`config.mk`:
```
export PLATFORM = sky130hd
export DESIGN_NAME = pctdq_cfg
export DESIGN_NICKNAME = d
export VERILOG_FILES = /design/src/hdl/pctdq_pkg.sv /design/src/hdl/pctdq_cfg.sv
export SDC_FILE = /design/constraint.sdc
export NUM_CORES = 1
export LEC_CHECK = 0
export BUFFER_PORTS_ARGS = -buffer_cell sky130_fd_sc_hd__buf_2
export CAP_MARGIN = 20
export CORE_ASPECT_RATIO = 0.7
export CORE_MARGIN = 5
export CORE_UTILIZATION = 51
export CTS_CLUSTER_SIZE = 8
export DETAILED_ROUTE_END_ITERATION = 6
export GPL_ROUTABILITY_DRIVEN = 1
export GPL_TIMING_DRIVEN = 0
export PLACE_DENSITY = 0.88
export SLEW_MARGIN = 20
export SYNTH_ARGS = -nofsm -noshare
export SYNTH_HDL_FRONTEND = slang
export SYNTH_SLANG_ARGS = --single-unit
```
`constraint.sdc`:
```
create_clock -name i_clk -period 5.23 [get_ports i_clk]
set_clock_uncertainty 0.2 [all_clocks]
set_input_delay 1.046 -clock i_clk [delete_from_list [all_inputs] [get_ports i_clk]]
set_output_delay 1.046 -clock i_clk [all_outputs]
set_load 0.05 [all_outputs]
```
`src/hdl/pctdq_pkg.sv`:
```
// shared constants, types and functions of the phase current to dq transform
`default_nettype none
package pctdq_pkg;

    localparam int ADC_WIDTH        = 12;
    localparam int SINE_TABLE_DEPTH = 512;
    localparam int SINE_IDX_W       = $clog2(SINE_TABLE_DEPTH);
    localparam int SINE_W           = 18;
    localparam int DIFF_W           = ((ADC_WIDTH + 1 > 19) ? ADC_WIDTH + 1 : 19) + 1;
    localparam int PADDR_W          = 4;

    localparam logic [16:0] INV_SQRT3_Q16 = 17'd37837;
    localparam logic [15:0] QUARTER_TURN  = 16'd16384;

    // register indexes
    localparam logic [1:0] REG_ZERO_CODE = 2'd0;
    localparam logic [1:0] REG_SCALE     = 2'd1;
    localparam logic [1:0] REG_ROT_ZERO  = 2'd2;
    localparam logic [1:0] REG_POLES     = 2'd3;

    typedef struct packed {
        logic signed [18:0] zero_current_code;
        logic signed [23:0] amps_per_count;
        logic [15:0]        rotor_zero_offset;
        logic [6:0]         pole_pair_count;
    } t_cfg;

    typedef logic signed [SINE_W-1:0] t_sine_rom [SINE_TABLE_DEPTH];

    // quarter-wave sine in Q16 from a Taylor series in Q30
    function automatic logic [SINE_W-1:0] quarter_sine(input logic [15:0] t);
        logic [63:0]        x;
        logic [63:0]        x2;
        logic [63:0]        term;
        logic signed [63:0] s;
        x  = (64'(t) * 64'd6746518852) >> 16;
        x2 = (x * x) >> 30;
        term = x;
        s = $signed(x);
        // odd-power terms with alternating signs, divisors (2n)(2n+1)
        term = ((term * x2) >> 30) / 64'd6;
        s = s - $signed(term);
        term = ((term * x2) >> 30) / 64'd20;
        s = s + $signed(term);
        term = ((term * x2) >> 30) / 64'd42;
        s = s - $signed(term);
        term = ((term * x2) >> 30) / 64'd72;
        s = s + $signed(term);
        term = ((term * x2) >> 30) / 64'd110;
        s = s - $signed(term);
        term = ((term * x2) >> 30) / 64'd156;
        s = s + $signed(term);
        term = ((term * x2) >> 30) / 64'd210;
        s = s - $signed(term);
        if (s < 0) begin
            s = 0;
        end
        s = (s + 64'sd8192) >>> 14;
        if (s > 64'sd65536) begin
            s = 64'sd65536;
        end
        return s[SINE_W-1:0];
    endfunction

    // table depth is a power of two, so the entry phase is a shift of the index
    function automatic t_sine_rom build_rom();
        t_sine_rom          rom;
        logic [15:0]        p;
        logic [SINE_W-1:0]  v;
        for (int k = 0; k < SINE_TABLE_DEPTH; k++) begin
            p = 16'(k) << (16 - SINE_IDX_W);
            if (p[14]) begin
                v = quarter_sine(QUARTER_TURN - {2'b00, p[13:0]});
            end else begin
                v = quarter_sine({2'b00, p[13:0]});
            end
            rom[k] = p[15] ? -$signed(v) : $signed(v);
        end
        return rom;
    endfunction

    localparam t_sine_rom SINE_ROM = build_rom();

    // clamp to the signed 32-bit range
    function automatic logic signed [31:0] sat32(input logic signed [63:0] v);
        if (v > 64'sd2147483647) begin
            return 32'sh7fffffff;
        end else if (v < -64'sd2147483648) begin
            return 32'sh80000000;
        end
        return v[31:0];
    endfunction

    // add half and floor-shift by 16
    function automatic logic signed [63:0] round_q16(input logic signed [63:0] v);
        return (v + 64'sd32768) >>> 16;
    endfunction

endpackage
`default_nettype wire

```
`src/hdl/pctdq_cfg.sv`:
```
// apb configuration registers
`default_nettype none
module pctdq_cfg
    import pctdq_pkg::*;
(
    input  wire logic               i_clk,
    input  wire logic               i_rst_n,
    input  wire logic               psel,
    input  wire logic               penable,
    input  wire logic               pwrite,
    input  wire logic [PADDR_W-1:0] paddr,
    input  wire logic [31:0]        pwdata,
    output logic      [31:0]        prdata,
    output logic                    pready,
    output t_cfg                    o_cfg
);
    t_cfg r_cfg;
    logic w_wr;

    assign pready = 1'b1;
    assign w_wr   = psel && penable && pwrite;

    // register writes
    always_ff @(posedge i_clk) begin
        if (!i_rst_n) begin
            r_cfg.zero_current_code <= 19'sd2048;
            r_cfg.amps_per_count    <= 24'sd1000;
            r_cfg.rotor_zero_offset <= 16'd0;
            r_cfg.pole_pair_count   <= 7'd7;
        end else if (w_wr) begin
            unique case (paddr[3:2])
                REG_ZERO_CODE: r_cfg.zero_current_code <= pwdata[18:0];
                REG_SCALE:     r_cfg.amps_per_count    <= pwdata[23:0];
                REG_ROT_ZERO:  r_cfg.rotor_zero_offset <= pwdata[15:0];
                REG_POLES:     r_cfg.pole_pair_count   <= pwdata[6:0];
                default: ;
            endcase
        end
    end

    // read mux
    always_comb begin
        unique case (paddr[3:2])
            REG_ZERO_CODE: prdata = 32'(r_cfg.zero_current_code);
            REG_SCALE:     prdata = 32'(r_cfg.amps_per_count);
            REG_ROT_ZERO:  prdata = {16'd0, r_cfg.rotor_zero_offset};
            REG_POLES:     prdata = {25'd0, r_cfg.pole_pair_count};
            default:       prdata = 32'd0;
        endcase
    end

    assign o_cfg = r_cfg;
endmodule
`default_nettype wire

```
==> results of run 1 <==
## final cells by class
cell class / instances / area [sq um]
well taps: 75 / 93.8
flip-flops and latches: 66 / 1320
plain buffers: 34 / 268
inverters: 3 / 11.3
repair buffers: 127 / 636
clock inverters: 5 / 77.6
fillers: 471 / 1750
multi-input cells: 222 / 1550
clock buffers: 11 / 141
## worst max-delay path by stage
stage | from | cells past startpoint | end
floorplan | paddr[2] | 6 | prdata[24]
global placement | paddr[2] | 8 | prdata[24]
detailed placement | paddr[2] | 8 | prdata[25]
CTS | paddr[2] | 8 | prdata[25]
global route | paddr[2] | 8 | prdata[26]
finish | paddr[2] | 8 | prdata[25]
## routing by layer
| layer | vias up | track usage [%] | share of wire [%] |
|---|---|---|---|
| li1 | 1359 | - | - |
| met1 | 1380 | 29.8 | 42 |
| met2 | 132 | 42.1 | 46 |
| met3 | 8 | 8.72 | 11 |
| met4 | 0 | 6.03 | 0.90 |
| met5 | - | 0 | 0 |
## cell usage after synthesis
library cell	count	share of area, %
dfxtp_1	66	42
buf_2	4	0.64
conb_1	1	0.12
nand2_1	96	11
nor2_2	1	0.20
nor3_2	1	0.32
o21ai_0	10	1.6
mux2i_1	74	24
inv_1	3	0.36
buf_12	3	1.9
mux4_2	7	5.0
nor2b_1	15	3.0
a21oi_1	6	0.95
nand3_4	1	0.56
nand2b_1	1	0.20
buf_4	12	2.9
nor3b_2	2	0.80
buf_8	1	0.48
buf_6	4	1.4
o21ai_1	2	0.32
clkbuf_1	10	1.2
nor2_1	2	0.24
o311ai_0	3	0.84
## worst reg2reg max path: stages (launching register included)
cell      delay [ns]
dfxtp_1         0.33
o21ai_0         0.07
o311ai_0        0.15
## kinds of logic after synthesis
logic type / count (synthesis) / synth area share [%]
buffers and inverters: 37 / 8.87
other: 1 / 0.119
AOI/OAI and AO/OA: 21 / 3.70
muxes: 81 / 28.6
and+or+nand+nor: 119 / 16.7
DFF: 66 / 42.0
## metrics by stage
step,setup slack [ns],std cells,hold WS (ns),instance area (sq um)
finish,1.20,543,0.269,4090
global route,1.03,543,0.285,4090
CTS,1.18,543,0.271,4090
detailed placement,1.18,527,0.260,3870
global placement,1.27,527,0.254,3870
floorplan,0.976,325,0.478,3150
## power by group through the flow
stage                     clock network, mW  logic [mW]  registers (mW)
after floorplan                           0      0.0823           0.548
after global placement                    0       0.147           0.525
after detailed placement                  0       0.150           0.526
after CTS                             0.474       0.151           0.514
after global routing                  0.500       0.160           0.515
final                                 0.467       0.151           0.515
==> summary.txt, run 1 <==
Run status
  – Status: finished, final reports clean

Die
  – Core area: 5840 sq um
  – Die X: between 100 and 150 um
  – Die Ht: between 70 and 80 um
  – Top-level I/O count: 140
  – Initial core utilization: 53.8%
  – Die area: around 7900 sq um
  – Row Count: 23

Pwr
  – Internal power: 834 uW
  – Sequential share of power: between 40% and 50%
  – Clock power frac: 41.3%
  – Power Density: roughly 280 nW/um^2
  – Lkg Pwr: 1.84 nW
  – Logic pwr share: 13.3%
  – Switch Pwr: 298 uW
  – Sw Share: 26.3%
  – Max VDD drop: 0.128 mV
  – Design Power: ~1.1 mW

Global route
  – Total GRT Usage: 24.4%
  – Vias in the first global route: 2941
  – Gr ovfl total: 0
  – Antenna violations before repair: 0
  – Global-route wire length before repair: 15.0 mm
  – Largest net degree at the start of global routing: 12

Timing
  – Final Hold Fails: 0
  – Final worst-path cycle share: 77.1%
  – Highest Clock Rate: 248 MHz
  – Setup Total Neg Slack: 0 ns
  – RSZ-0062 raised after global routing: no
  – Fin. max-slew vios: 0
  – Least-Margin Pin Slew: 0.655 ns
  – Slew Limit Headroom: a little under three fifths
  – Tmin final: 4.03 ns
  – Endpoints failing setup: 0

Clock tree
  – CTS tree: built
  – CTS buffer count: 9
  – Number of setup buffers added after CTS: 0
  – Root Driver: clkbuf_8
  – Cts hold-fix bufs: 0
  – Cells resized by post-CTS repair: 0
  – # clock sinks: 66
  – H-tree depth: 3
  – Worst-skew pair later-pin latency: about 0.34 ns
  – Clock transition at path regs: about 0.07 ns
  – Clock Path Buffers: 2

Layout
  – Fin nets: 504
  – Number of flip-flops under the largest register name: 66
  – N_diodes: 0
  – Final core occ: 70.1%
  – Commonest non-fill, non-tap cell in the layout: buf_2
  – Layout cells sized above 1: 38.0%
  – Area delta synth->final: 30.2%
  – Most frequent cells in the layout: 131 x buf_2, 96 x nand2_1, 74 x mux2i_1

Critical path
  – Critical R2R Capture: o_cfg[0]
  – Crit-path max cell delay: 0.50 ns
  – Reg-to-Reg Start: o_cfg[0]
  – CP Capture Type: output port
  – Worst-path fanout max: 10
  – CP Buf/Inv Count: 6
  – WP data arrival: 2.79 ns
  – R2r worst-path depth: 2
  – Crit-path slowest cell: a21oi_1
  – Startpoint types: input pin
  – WS Path Type: input pin to output port
  – R2R Setup Slk: 4.33 ns
  – Critical Path, Cell by Cell: buf_2 -> buf_6 -> buf_6 -> buf_6 -> nand2_1 -> a21oi_1 -> buf_4 -> buf_2
  – Crit path top cell by count: buf_6
  – CP top delay family: buffers and inverters
  – Required time of the critical path: 3.98 ns

Hold path
  – Worst hold start: o_cfg[7]
  – Hold Crit Class: flip-flop to flip-flop
  – Hold path endpoint: o_cfg[7]
  – Worst hold path cell count: 2

Synth
  – Syn avg cell area: ~9.7 sq um
  – Synthesized net count: 366
  – Post-synthesis sequential area ratio: 42.0%
  – Yosys reg bits: 66
  – Synthesized area: roughly 3100 sq um
  – Ys Warns: 0
  – Syn Inst Count: ~330
  – Library cells used by synthesis: 23

Placement
  – I/O Buffers: 127
  – RD Place Congestion: 0.790
  – HPWL after DPL: 6.96 mm

Route
  – DR vias/cell: 5.30
  – Wirelength per Cell: between 15 and 20 um
  – Final ANT Viol Nets: 0
  – Post-route DRC: 0
  – 1st-iter DRT viols: 123
  – Via count: 2879
  – DRT Pass-1 Iters: 4
  – WL final: 9.52 mm

Run
  – Number of max-cap violations: 0
(Power assumes the default switching activity.)
==> inputs of run 2 (changes only) <==
ABC_AREA = 1   (was unset)
CORE_UTILIZATION = 43   (was 51)
PLACE_DENSITY = 0.79   (was 0.88)
clock period = 3.6 ns   (was 5.23 ns; I/O delays follow)
==> run 2 against run 1 <==
Power increased by 51%. Synthesized area decreased by 0.16%. Global-route usage decreased by 0.60 points. Largest cell class unchanged.
==> summary.txt, run 2 <==
Pwr
  – Power Density: 417 nW/um^2 (+51%)
  – Sw Share: 29.7% (+3.4 points)
  – Logic pwr share: 16.7% (+3.4 points)
  – Clock power frac: 39.1% (-2.2 points)
  – Internal power: 1.21 mW (+44%)
  – Design Power: 1.72 mW (+51%)
  – Switch Pwr: 510 uW (+71%)
  – Sequential share of power: 44.2% (-1.2 points)
  – Lkg Pwr: 2.22 nW (+21%)
  – Max VDD drop: 0.229 mV (+79%)

Synth
  – Synthesized area: 3140 sq um (-0.16%)
  – Main flop type after synthesis: dfxtp_1
  – Post-synth EDFFs: 0 (unchanged)
  – Library cells used by synthesis: 18 (-22%)
  – Post-synth top area cell: dfxtp_1
  – Yosys reg bits: 66 (unchanged)
  – Ys Warns: 0 (unchanged)
  – Asr flop ratio synth: 0% (unchanged)
  – Syn avg cell area: 6.44 sq um (-34%)
  – Post-synthesis sequential area ratio: 42.1% (+0.067 points)
  – Top cells by area, synth: dfxtp_1 42%, nand2_1 18%, nor2_1 14%, nand3_1 12%, buf_4 3.6%
  – Syn Inst Count: 488 (+50%)
  – Yosys top cell area share: 42.1% (+0.067 points)
  – Synthesized net count: 529 (+45%)
  – Synth top cells by count: 149 x nand2_1, 113 x nor2_1, 75 x nand3_1
  – Most frequent cell after synthesis: nand2_1

Route
  – DRT Pass-1 Iters: 7 (+3)
  – DR vias/cell: 4.98 (-6.1%)
  – Post-route DRC: 0 (unchanged)
  – Wirelength per Cell: 14.8 um (-15%)
  – 1st-iter DRT viols: 260 (+110%)
  – Final ANT Viol Nets: 0 (unchanged)
  – Via count: 3630 (+26%)
  – WL final: 10.8 mm (+14%)

Clock tree
  – CTS buffer count: 9 (unchanged)
  – Number of setup buffers added after CTS: 0 (unchanged)
  – Clock Path Buffers: 2 (unchanged)
  – Cts hold-fix bufs: 0 (unchanged)
  – # clock sinks: 66 (unchanged)
  – H-tree depth: 3 (unchanged)
  – Worst-skew pair later-pin latency: 0.34 ns (about the same)
  – Cells resized by post-CTS repair: 0 (unchanged)
  – CTS tree: built
  – Clock transition at path regs: 0.07 ns (about the same)
  – Root Driver: clkbuf_8

Layout
  – Layout fillers: 712 (+51%)
  – Area delta synth->final: 30.8%
  – Final instance area: 4110 sq um (+0.37%)
  – Area of the multi-input gates: 1500 sq um (-3.0%)
  – Commonest non-fill, non-tap cell in the layout: nand2_1
  – Number of flip-flops under the largest register name: 66 (unchanged)
  – Layout cells sized above 1: 29.0% (-9.0 points)
  – Final core occ: 57.2% (-13 points)
  – Fin nets: 667 (+32%)
  – Cell Count, Final, Fillers Out: 729 (+34%)
  – Most frequent cells in the layout: 149 x nand2_1, 143 x buf_2, 113 x nor2_1
  – N_diodes: 0 (unchanged)
  – FF+latch area: 1320 sq um (unchanged)

Die
  – Die area: 9140 sq um (+16%)
  – Top-level I/O count: 140 (unchanged)
  – Initial core utilization: 43.7% (-10 points)
  – Core area: 7190 sq um (+23%)
  – Row Count: 26 (+13%)
  – Die X: 112 um (+8.0%)
  – Die Ht: 81.5 um (+7.7%)

Timing
  – Endpoints failing setup: 0 (unchanged)
  – RSZ-0062 raised after global routing: no
  – Final setup margin: 0.260 ns (-0.938 ns)
  – Setup Total Neg Slack: 0 ns (unchanged)
  – Highest Clock Rate: 299 MHz
  – Tmin final: 3.34 ns
  – Fin. max-slew vios: 0 (unchanged)
  – Final Hold Fails: 0 (unchanged)
  – Final worst-path cycle share: ~93%
  – Slew Limit Headroom: 57.8% (+1.4 points)
  – Least-Margin Pin Slew: 0.631 ns (-0.0240 ns)
  – Fin Hold WS: 0.292 ns (+0.0231 ns)

Global route
  – Global-route wire length before repair: 17.0 mm (+13%)
  – Gr ovfl total: 0 (unchanged)
  – Largest net degree at the start of global routing: 12 (unchanged)
  – Total GRT Usage: 23.8% (-0.60 points)
  – Vias in the first global route: 3396 (+15%)
  – Antenna violations before repair: 0 (unchanged)

Critical path
  – CP Capture Type: output port
  – Startpoint types: input pin
  – Required time of the critical path: 2.68 ns (-1.30 ns)
  – Reg-to-Reg Start: o_cfg[0]
  – WP data arrival: 2.42 ns (-0.37 ns)
  – Crit. Startpoint: paddr[3]
  – WS Path Type: input pin to output port
  – Worst-path fanout max: 10 (unchanged)

Placement
  – Placed Area: 3900 sq um (+0.61%)
  – Pre-CTS WS: 0.260 ns (-0.919 ns)
  – HPWL after DPL: 7.98 mm (+15%)
  – Placed insts: 713 (+35%)
  – I/O Buffers: 127 (unchanged)
  – RD Place Congestion: 0.857 (+8.5%)

Hold path
  – Worst hold start: o_cfg[31]
  – Hold Crit Class: flip-flop to flip-flop

Run
  – Number of max-cap violations: 0 (unchanged)

Run status
  – Status: finished, final reports clean
## run 2: changes by cell type in the layout (fill, tap and decap cells not counted), moves of 8 or more
cell and delta:
mux2i_1 -74, buf_2 +12, nand2_1 +53, o21ai_0 -9, nor2b_1 -15, clkbuf_1 -8, nand3_1 +75, inv_1 +23
nor2_1 +111
## run 2: path summary, 6_finish.rpt
| path | endpoint | slack (ns) | cells after the start |
|---|---|---|---|
| setup / recovery | prdata[26] | 0.26 | 7 |
| hold / removal | o_cfg[31] | 0.29 | 2 |
| setup reg to reg | o_cfg[0] | 2.74 | 2 |
| hold reg to reg | o_cfg[31] | 0.29 | 2 |
## run 2: worst max-delay path, cell delays in order
cell     delay, ns
buf_2         0.14
nor2_2        0.37
buf_2         0.39
nand2_2       0.15
nand2_1       0.25
buf_4         0.15
buf_2         0.25
## run 2: cells by family after synthesis
group	synth area share, %
simple gates	46.9
other cells	0.119
flops	42.1
compound gates	0.717
buf+inv	10.2
## run 2: cell type report
class                   count  area share [%]
clock buffers              11            3.20
flip-flops and latches     66            32.2
multi-input cells         357            36.5
inverters                  28            2.56
plain buffers              37            5.24
clock inverters             5            1.92
repair buffers            127            15.5
well taps                  98            2.98
## run 2: routing by layer
metal,up-vias,wire length (um),GRT usage (%)
met3,28,1360,9.35
li1,1785,-,-
met2,202,4590,38.3
met1,1615,4620,29.3
met5,-,0,0
met4,0,261,8.28
## run 2: power by group through the flow
stage / sequential, mW / clock (mW) / combinational, mW
after global placement: 0.774 / 0 / 0.281
final: 0.759 / 0.671 / 0.286
after detailed placement: 0.775 / 0 / 0.285
after global routing: 0.761 / 0.712 / 0.308
after floorplan: 0.829 / 0 / 0.146
after CTS: 0.758 / 0.679 / 0.285
